### src/sv/pba_pkg.sv
package pba_pkg;

	typedef enum logic [1:0] {
		OP_ALLOC_LOW  = 2'd0,
		OP_ALLOC_NEXT = 2'd1,
		OP_RESERVE    = 2'd2,
		OP_RELEASE    = 2'd3
	} op_t;

	typedef enum logic [2:0] {
		ST_OK      = 3'd0,
		ST_FULL    = 3'd1,
		ST_BUSY    = 3'd2,
		ST_RANGE   = 3'd3,
		ST_NOTHELD = 3'd4
	} status_t;

	typedef enum logic [2:0] {
		S_IDLE,
		S_OPEN,
		S_READ,
		S_MODIFY,
		S_SHRINK_RD,
		S_SHRINK_CHK,
		S_DONE
	} fsm_t;

	localparam int ReqIdW = 12;
	localparam int GrantW = 10;

endpackage

### src/sv/pba_ram.sv
module pba_ram #(
	parameter int Width = 32,
	parameter int Depth = 32
) (
	input  logic                     clk,
	input  logic                     we,
	input  logic [$clog2(Depth)-1:0] waddr,
	input  logic [Width-1:0]         wdata,
	input  logic [$clog2(Depth)-1:0] raddr,
	output logic [Width-1:0]         rdata
);
	logic [Width-1:0] mem [Depth];

	always_ff @(posedge clk) begin
		if (we) begin
			mem[waddr] <= wdata;
		end
		rdata <= mem[raddr];
	end
endmodule

### src/sv/pba_search.sv
// lowest clear bit at or above a start position, and lowest clear bit overall
module pba_search #(
	parameter int PoolBits = 32
) (
	input  logic [PoolBits-1:0]         word,
	input  logic [$clog2(PoolBits):0]   start,
	output logic                        hit_hi,
	output logic [$clog2(PoolBits)-1:0] idx_hi,
	output logic                        hit_lo,
	output logic [$clog2(PoolBits)-1:0] idx_lo
);
	localparam int BW = $clog2(PoolBits);

	always_comb begin
		hit_hi = 1'b0;
		idx_hi = '0;
		hit_lo = 1'b0;
		idx_lo = '0;
		for (int i = PoolBits - 1; i >= 0; i--) begin
			if (!word[i]) begin
				hit_lo = 1'b1;
				idx_lo = BW'(i);
				if ((BW + 1)'(i) >= start) begin
					hit_hi = 1'b1;
					idx_hi = BW'(i);
				end
			end
		end
	end
endmodule

### src/sv/pooled_bitmap_id_allocator_core.sv
// pooled bitmap id allocator
// input channel: in_valid / in_stall with operation and req_id; the block
// raises in_stall while it works on an item and while its result waits.
// output channel: out_valid / out_stall with granted_id and status, one
// result per item, held in an output register until taken.
// operations: allocate lowest, allocate next-fit, reserve, release.
// an item that touches a pool word goes through S_READ (ram read), S_MODIFY
// (search and write back) and S_DONE before its result is valid. an item
// settled at once (out of range, space full, release above the open pools)
// goes straight to S_DONE. opening a pool adds an S_OPEN step per pool
// opened, and a release that frees the tail pool adds an S_SHRINK_RD and
// S_SHRINK_CHK pair per tail pool examined: each one closed and the one that
// stops the scan. the next item is accepted the cycle after the result is
// taken; the block takes no new item while one is in work or waiting.
// the pool words, free counts and hints live in one synchronous ram with a
// registered read port; only the open pool count and the nonfull mask
// are in flip-flops.
// reset clears the open pool count and nonfull mask; no clearing pass is
// needed since a pool's entry is written when it is opened.
// while the receiver stalls the result holds and in_stall stays high.
module pooled_bitmap_id_allocator_core #(
	parameter int POOL_BITS = 32,
	parameter int MAX_IDS   = 1024
) (
	input  logic                      clk,
	input  logic                      arst_n,
	input  logic                      in_valid,
	output logic                      in_stall,
	input  logic [1:0]                operation,
	input  logic [pba_pkg::ReqIdW-1:0] req_id,
	output logic                      out_valid,
	input  logic                      out_stall,
	output logic [pba_pkg::GrantW-1:0] granted_id,
	output logic [2:0]                status
);
	import pba_pkg::*;

	localparam int NumPools = MAX_IDS / POOL_BITS;
	localparam int IdLimit  = NumPools * POOL_BITS;
	localparam int BW       = $clog2(POOL_BITS);
	localparam int PW       = (NumPools > 1) ? $clog2(NumPools) : 1;
	localparam int CW       = $clog2(NumPools + 1);
	localparam int FW       = BW + 1;
	localparam int EW       = POOL_BITS + 2 * FW;

	fsm_t state_q, state_d;

	logic [1:0]        op_q;
	logic [PW-1:0]     pool_q;
	logic [BW-1:0]     bit_q;
	logic [CW-1:0]     open_q;
	logic [NumPools-1:0] nonfull_q;
	logic              out_valid_q;
	logic [GrantW-1:0] grant_q;
	logic [2:0]        status_q;

	// ram entry: {hint, free count, word}
	logic          ram_we;
	logic [PW-1:0] ram_waddr, ram_raddr;
	logic [EW-1:0] ram_wdata, ram_rdata;

	pba_ram #(.Width(EW), .Depth(NumPools)) u_ram (
		.clk  (clk),
		.we   (ram_we),
		.waddr(ram_waddr),
		.wdata(ram_wdata),
		.raddr(ram_raddr),
		.rdata(ram_rdata)
	);

	logic [POOL_BITS-1:0] rd_word;
	logic [FW-1:0]        rd_free, rd_hint;
	assign rd_word = ram_rdata[POOL_BITS-1:0];
	assign rd_free = ram_rdata[POOL_BITS +: FW];
	assign rd_hint = ram_rdata[POOL_BITS + FW +: FW];

	logic          hit_hi, hit_lo;
	logic [BW-1:0] idx_hi, idx_lo;

	pba_search #(.PoolBits(POOL_BITS)) u_search (
		.word  (rd_word),
		.start (rd_hint),
		.hit_hi(hit_hi),
		.idx_hi(idx_hi),
		.hit_lo(hit_lo),
		.idx_lo(idx_lo)
	);

	// pool choice for allocations
	logic          lo_found;
	logic [PW-1:0] lo_pool, hi_pool;
	always_comb begin
		lo_found = 1'b0;
		lo_pool  = '0;
		hi_pool  = '0;
		for (int i = 0; i < NumPools; i++) begin
			if (nonfull_q[i]) begin
				hi_pool  = PW'(i);
			end
		end
		for (int i = NumPools - 1; i >= 0; i--) begin
			if (nonfull_q[i]) begin
				lo_found = 1'b1;
				lo_pool  = PW'(i);
			end
		end
	end

	logic in_acc, out_acc;
	assign in_acc  = in_valid && !in_stall;
	assign out_acc = out_valid_q && !out_stall;
	assign in_stall = (state_q != S_IDLE) || out_valid_q;

	logic req_in_range;
	assign req_in_range = 32'(req_id) < IdLimit;

	logic bit_held;
	assign bit_held = rd_word[bit_q];

	logic          pick_hit;
	logic [BW-1:0] pick_bit;
	always_comb begin
		if (op_q == OP_ALLOC_NEXT) begin
			pick_hit = hit_hi || hit_lo;
			pick_bit = hit_hi ? idx_hi : idx_lo;
		end else begin
			pick_hit = hit_lo;
			pick_bit = idx_lo;
		end
	end

	logic need_open;
	assign need_open = (CW'(pool_q) >= open_q);

	// next state
	always_comb begin
		state_d = state_q;
		case (state_q)
			S_IDLE: begin
				if (in_acc) begin
					if (operation == OP_ALLOC_LOW || operation == OP_ALLOC_NEXT) begin
						if (!lo_found) begin
							state_d = (open_q >= CW'(NumPools)) ? S_DONE : S_OPEN;
						end else begin
							state_d = S_READ;
						end
					end else if (!req_in_range) begin
						state_d = S_DONE;
					end else if (operation == OP_RESERVE
						&& CW'(req_id[ReqIdW-1:BW]) >= open_q) begin
						state_d = S_OPEN;
					end else if (operation == OP_RELEASE
						&& CW'(req_id[ReqIdW-1:BW]) >= open_q) begin
						state_d = S_DONE;
					end else begin
						state_d = S_READ;
					end
				end
			end
			S_OPEN: begin
				if (CW'(pool_q) + CW'(1) == open_q + CW'(1)) state_d = S_READ;
			end
			S_READ:       state_d = S_MODIFY;
			S_MODIFY: begin
				if (op_q == OP_RELEASE && bit_held && rd_free + FW'(1) == FW'(POOL_BITS)
					&& CW'(pool_q) + CW'(1) == open_q) begin
					state_d = S_SHRINK_RD;
				end else begin
					state_d = S_DONE;
				end
			end
			S_SHRINK_RD:  state_d = (open_q == '0) ? S_DONE : S_SHRINK_CHK;
			S_SHRINK_CHK: begin
				if (rd_free != FW'(POOL_BITS)) state_d = S_DONE;
				else if (open_q == CW'(1)) state_d = S_DONE;
				else state_d = S_SHRINK_RD;
			end
			S_DONE:       state_d = S_IDLE;
			default:      state_d = S_IDLE;
		endcase
	end

	// ram control
	always_comb begin
		ram_we    = 1'b0;
		ram_waddr = pool_q;
		ram_wdata = '0;
		ram_raddr = pool_q;
		case (state_q)
			S_OPEN: begin
				ram_we    = 1'b1;
				ram_waddr = PW'(open_q);
				ram_wdata = {FW'(0), FW'(POOL_BITS), {POOL_BITS{1'b0}}};
			end
			S_MODIFY: begin
				if (op_q == OP_RELEASE) begin
					ram_we    = bit_held;
					ram_wdata = {rd_hint, rd_free + FW'(1),
						rd_word & ~(POOL_BITS'(1) << bit_q)};
				end else if (op_q == OP_RESERVE) begin
					ram_we    = !bit_held;
					ram_wdata = {FW'(bit_q) + FW'(1),
						(rd_free != '0) ? rd_free - FW'(1) : rd_free,
						rd_word | (POOL_BITS'(1) << bit_q)};
				end else begin
					ram_we    = pick_hit;
					ram_wdata = {FW'(pick_bit) + FW'(1),
						(rd_free != '0) ? rd_free - FW'(1) : rd_free,
						rd_word | (POOL_BITS'(1) << pick_bit)};
				end
			end
			S_SHRINK_RD: ram_raddr = PW'(open_q - CW'(1));
			default: ;
		endcase
	end

	always_ff @(posedge clk or negedge arst_n) begin
		if (!arst_n) begin
			state_q     <= S_IDLE;
			open_q      <= '0;
			nonfull_q   <= '0;
			out_valid_q <= 1'b0;
		end else begin
			state_q <= state_d;
			if (out_acc) out_valid_q <= 1'b0;
			case (state_q)
				S_OPEN: begin
					nonfull_q[PW'(open_q)] <= 1'b1;
					open_q <= open_q + CW'(1);
				end
				S_MODIFY: begin
					if (op_q == OP_RELEASE) begin
						if (bit_held) nonfull_q[pool_q] <= 1'b1;
					end else if (op_q == OP_RESERVE) begin
						if (!bit_held && rd_free <= FW'(1)) nonfull_q[pool_q] <= 1'b0;
					end else if (pick_hit && rd_free <= FW'(1)) begin
						nonfull_q[pool_q] <= 1'b0;
					end
				end
				S_SHRINK_CHK: begin
					if (rd_free == FW'(POOL_BITS)) begin
						nonfull_q[PW'(open_q - CW'(1))] <= 1'b0;
						open_q <= open_q - CW'(1);
					end
				end
				S_DONE: out_valid_q <= 1'b1;
				default: ;
			endcase
		end
	end

	// payload registers
	always_ff @(posedge clk) begin
		if (in_acc) begin
			op_q     <= operation;
			bit_q    <= req_id[BW-1:0];
			grant_q  <= '0;
			if (operation == OP_ALLOC_LOW || operation == OP_ALLOC_NEXT) begin
				pool_q   <= lo_found ? ((operation == OP_ALLOC_LOW) ? lo_pool : hi_pool)
					: PW'(open_q);
				status_q <= lo_found ? ST_OK : ST_FULL;
			end else begin
				pool_q   <= PW'(req_id[ReqIdW-1:BW]);
				status_q <= !req_in_range ? ST_RANGE
					: (operation == OP_RELEASE
						&& CW'(req_id[ReqIdW-1:BW]) >= open_q) ? ST_NOTHELD : ST_OK;
			end
		end else if (state_q == S_OPEN && need_open) begin
			status_q <= ST_OK;
		end else if (state_q == S_MODIFY) begin
			if (op_q == OP_RELEASE) begin
				status_q <= bit_held ? ST_OK : ST_NOTHELD;
			end else if (op_q == OP_RESERVE) begin
				status_q <= bit_held ? ST_BUSY : ST_OK;
				grant_q  <= bit_held ? '0 : GrantW'({pool_q, bit_q});
			end else begin
				status_q <= pick_hit ? ST_OK : ST_FULL;
				grant_q  <= pick_hit ? GrantW'({pool_q, pick_bit}) : '0;
			end
		end
	end

	assign out_valid  = out_valid_q;
	assign granted_id = grant_q;
	assign status     = status_q;

	assert property (@(posedge clk) disable iff (!arst_n)
		out_valid_q && out_stall |=> out_valid_q && $stable(status_q))
		else $error("result dropped under stall");
	assert property (@(posedge clk) disable iff (!arst_n)
		open_q <= CW'(NumPools))
		else $error("open pool count overflow");
	assert property (@(posedge clk) disable iff (!arst_n)
		out_valid_q && status_q != ST_OK |-> grant_q == '0)
		else $error("nonzero id on error status");
	assert property (@(posedge clk) disable iff (!arst_n)
		state_q == S_OPEN |=> open_q == $past(open_q) + CW'(1))
		else $error("pool open did not advance count");
endmodule
### config.mk
export PLATFORM = sky130hd
export DESIGN_NAME = pooled_bitmap_id_allocator_core
export DESIGN_NICKNAME = d
export VERILOG_FILES = /design/src/sv/pba_pkg.sv /design/src/sv/pba_ram.sv /design/src/sv/pba_search.sv /design/src/sv/pooled_bitmap_id_allocator_core.sv
export SDC_FILE = /design/constraint.sdc
export NUM_CORES = 2
export LEC_CHECK = 0
export CORE_MARGIN = 5
export CORE_UTILIZATION = 45
export CTS_CLUSTER_SIZE = 16
export DETAILED_ROUTE_END_ITERATION = 6
export DONT_BUFFER_PORTS = 1
export PLACE_DENSITY_LB_ADDON = 0.15
export SLEW_MARGIN = 20
export SYNTH_ARGS = -nofsm -noshare
export SYNTH_HDL_FRONTEND = slang
export SYNTH_HIERARCHICAL = 1
export SYNTH_SLANG_ARGS = --single-unit
### constraint.sdc
create_clock -name clk -period 6.4 [get_ports clk]
set_clock_uncertainty 0.05 [all_clocks]
set_input_delay 0.64 -clock clk [delete_from_list [all_inputs] [get_ports clk]]
set_output_delay 0.64 -clock clk [all_outputs]
set_load 0.01 [all_outputs]
==> metrics.log <==
[metrics] antenna violations before repair: 5
[metrics] final hold vios: 0
[metrics] final total negative setup slack: 0 ps
[metrics] total CTS buffers: 160
[metrics] Overflow after GRT: 0
[metrics] drt pass-1 iters: 6
[metrics] Die ar.: between 150000 and 200000 um^2
[metrics] cell area after synthesis: roughly 65000 um^2
[metrics] total half-perimeter wirelength after legalization and detailed placement: approximately 110 mm
[metrics] master cell of the clock root buffer: clkbuf_16
[metrics] number of clock sinks: between 1500 and 2000
[metrics] area of the core: 143100 um^2
[metrics] site row count: 139
[metrics] Synth Area in XOR/XNOR: less than 1%
[metrics] number of H-tree levels: 4
[metrics] number of unique standard cell types used by synthesis: 84
[metrics] Final Critical Period: about 5400 ps
[metrics] post-synthesis async set-or-reset flop share: between 2 and 3%
[metrics] Setup-failing EPs final: 0
[metrics] share of the synthesized area in compound gates (AO/OA/AOI/OAI): approximately a tenth
[metrics] critical path launch point type: flip-flop
[metrics] Slew headroom: 22.40%
[metrics] post-synthesis cell count: 4389
[metrics] worst hold-check slack: a little under 90 ps
[metrics] via count of the first global-routing pass: around 38000
[metrics] worst setup margin: approximately 990 ps
[metrics] Synth Warn #: 6
[metrics] die outline height: around 390 um
[metrics] number of antenna diodes: 0
[metrics] EDFF count, synth: ~1400
[metrics] Static Leakage: about 0.026 uW
[metrics] number of design-rule violations left by the first detailed-router iteration: 3913
[metrics] DR vias: around 39000
[metrics] via density per instance: about 6.0
[metrics] Power Total: roughly 34000 uW
[metrics] Max Freq: between 150 and 200 MHz
[metrics] class of the tightest hold or removal check: input pin to flip-flop
[metrics] worst endpoint required time: roughly 7000 ps
[metrics] wire length of the first global-routing pass: 261.1 mm
[metrics] Post-route DRC: 0
[metrics] share of the core filled with cells in the final layout: between 50% and 60%
[metrics] horizontal die dimension: between 300 and 400 um
[metrics] Mapped Avg Cell Area: around 15 um^2
[metrics] power density of the placed cells: approximately 460 nW/um^2
[metrics] overall global routing resource usage: 23.19%
[metrics] proportion of layout cells with a drive suffix above 1: between 10 and 15%
[metrics] sequential element share of the synthesized area: 69.41%
[metrics] mux share of post-synthesis cell area: about 12%
[metrics] Skew-Pair Late Insertion Delay: around 800 ps
[metrics] main combinational cell family by area after synthesis: multiplexers
[metrics] initial cell density of the core: a little under half
[metrics] RSZ-0062 raised after global routing: no
[metrics] Data arrival, critical path: around 5800 ps
[metrics] number of nets in the layout: 4497
[metrics] clock edge transition at the registers on the reported setup and hold paths: around 60 ps
[metrics] worst hold path depth: 2
[metrics] CTS tree: yes
[metrics] count of antenna-violating nets left after detailed routing: 0
[metrics] Layout area overhead: 13.60%
[metrics] actual transition at the worst max-transition pin: ~1200 ps
[metrics] adder and majority gate portion of the synthesized area: less than 1%
[metrics] critical setup path kind: flip-flop to flip-flop
[metrics] GPL Wtd Cong: between 0.8 and 0.9
[metrics] max capacitance violation total: 0
[metrics] result of the run: finished, final reports clean
[metrics] maximum buffer depth of the clock tree: 3
[metrics] Top FF cell, synth: edfxtp_1
[metrics] pin count of the biggest net entering global routing: roughly 110
[metrics] commonest cells after routing, fill and taps aside: edfxtp_1, mux2i_1, nand2_1
[metrics] CP Max Fanout: 30
[metrics] number of storage elements in the synthesis netlist: roughly 1500
[metrics] count of input and output buffers: 0
[metrics] number of filler instances in the final layout: ~12000
[metrics] most common cell after layout, fill and taps aside: edfxtp_1
[metrics] wire length per cell after detailed routing: 27.52 um
[metrics] Synthesized Nets: between 4000 and 5000
[metrics] simple-gate portion of the synthesized area: between 6 and 7%
[metrics] ratio of final minimum period to clock period: roughly 84%
[metrics] worst ir drop on vdd: between 0.2 and 0.3 mV
[metrics] kind of end point of the critical path: flip-flop
[metrics] minimum setup slack after placement: approximately 1100 ps
[metrics] Final Max Tran Viols: 0
[metrics] total length of routed wires: 178.6 mm
[metrics] worst reg2reg path depth: 14
[metrics] number of top-level pins: 33
## path summary, 6_finish.rpt
check,from,end,slack (ps)
worst max-delay path,u_ram/rdata[39]$_DFF_P_,u_ram/mem[28][13]$_DFFE_PP_,990
worst min-delay path,operation[1],pool_q[3]$_DFFE_PP_,90
worst max register to register,u_ram/rdata[39]$_DFF_P_,u_ram/mem[28][13]$_DFFE_PP_,990
worst min register to register,granted_id[8]$_SDFFE_PP0P_,granted_id[8]$_SDFFE_PP0P_,520
max in group asynchronous,arst_n,nonfull_q[9]$_DFFE_PN0P_,5730
min in group asynchronous,arst_n,out_valid$_DFFE_PN0P_,310
## critical path, cell delays in order, from the launching register on
cell	delay, ps
dfxtp_1	1020
a211oi_1	310
a2111oi_0	450
o21bai_1	180
nor3_1	300
nand4_1	220
nand3b_1	360
a21boi_0	420
nand2b_1	190
o311ai_0	140
a21boi_0	180
buf_4	230
or3b_2	560
nor2_4	80
buf_4	330
## state kept, by name (all words and copies together) (netlist names)
register and flops:
pool_q 5, out_valid 1, granted_id 10, nonfull_q 32, state_q 3, open_q 6
op_q 2, u_ram/rdata 44, bit_q 5, u_ram/mem 1408, status 3
## synth_stat cells, drive strengths merged (8+ instances only)
cell / count / area [um^2]
a32o: 8 / 80.08
nor2: 146 / 553.0
a221oi: 33 / 289.0
a31oi: 70 / 437.9
clkbuf: 142 / 551.8
dfxtp: 54 / 1081
o31ai: 12 / 90.09
o211ai: 12 / 90.09
a21boi: 9 / 67.57
buf: 146 / 948.4
ha: 26 / 325.3
nor3: 96 / 480.5
xor2: 8 / 70.07
a211oi: 38 / 290.3
nand2: 278 / 1044
or4: 9 / 67.56
and3: 13 / 81.33
o22ai: 29 / 181.4
nand3: 160 / 800.8
or3: 11 / 68.82
dfrtp: 42 / 1051
edfxtp: 1423 / 42730
o21a: 8 / 60.06
nand2b: 24 / 150.1
a21oi: 251 / 1256
nor2b: 21 / 131.4
or2: 8 / 50.05
nand4: 19 / 118.9
and2: 14 / 87.58
nor4: 17 / 112.6
a21o: 20 / 150.1
a22oi: 135 / 1018
inv: 46 / 172.7
xnor2: 23 / 201.4
nand3b: 10 / 75.07
a22o: 115 / 1007
o21ai: 105 / 525.5
mux2i: 728 / 7287
## logic make-up after synthesis
logic type / after synthesis
xor+xnor: 31
compound gates: 897
simple gates: 842
fa+ha+maj: 26
buf+inv: 335
flops: 1519
mux: 739
## power breakdown
part	leakage [uW]	switching (uW)	total, uW	internal (uW)
sequential	0.0141	955	13100	12200
clock	0.00256	3820	9160	5350
combinational	0.00907	7540	11300	3800
## per-stage QoR
step | area, um^2 | instances
after floorplan | 64630 | 4389
after global placement | 68030 | 6180
after detailed placement | 68050 | 6181
after CTS | 73420 | 6490
after global routing | 73420 | 6490
final | 73420 | 6490
## layout make-up
class                           count  area (um^2)  area share [%]
Clock buffer                      209         4403           5.997
Multi-Input combinational cell   2535        18700           25.47
Inverter                           47        176.4          0.2403
Clock inverter                     87        818.3           1.115
Sequential cell                  1519        44860           61.10
Tap cell                         1903         2381           3.243
Timing Repair Buffer              190         2077           2.829
## timing repair
item                      4_1_cts  5_1_grt
hold endpoints to repair       54        0
buffers inserted                0        0
resized for setup               0        0
hold buffers                   13        0
## per-layer routing
layer / share of wire (%) / GRT usage (%) / up-vias
li1: - / - / 17340
met1: 44 / 32.58 / 19790
met2: 48 / 37.54 / 1339
met3: 6.4 / 4.098 / 256
met4: 2.4 / 6.232 / 2
met5: 0.0045 / 0 / -
No activity file was read; power rests on OpenSTA's default activity.
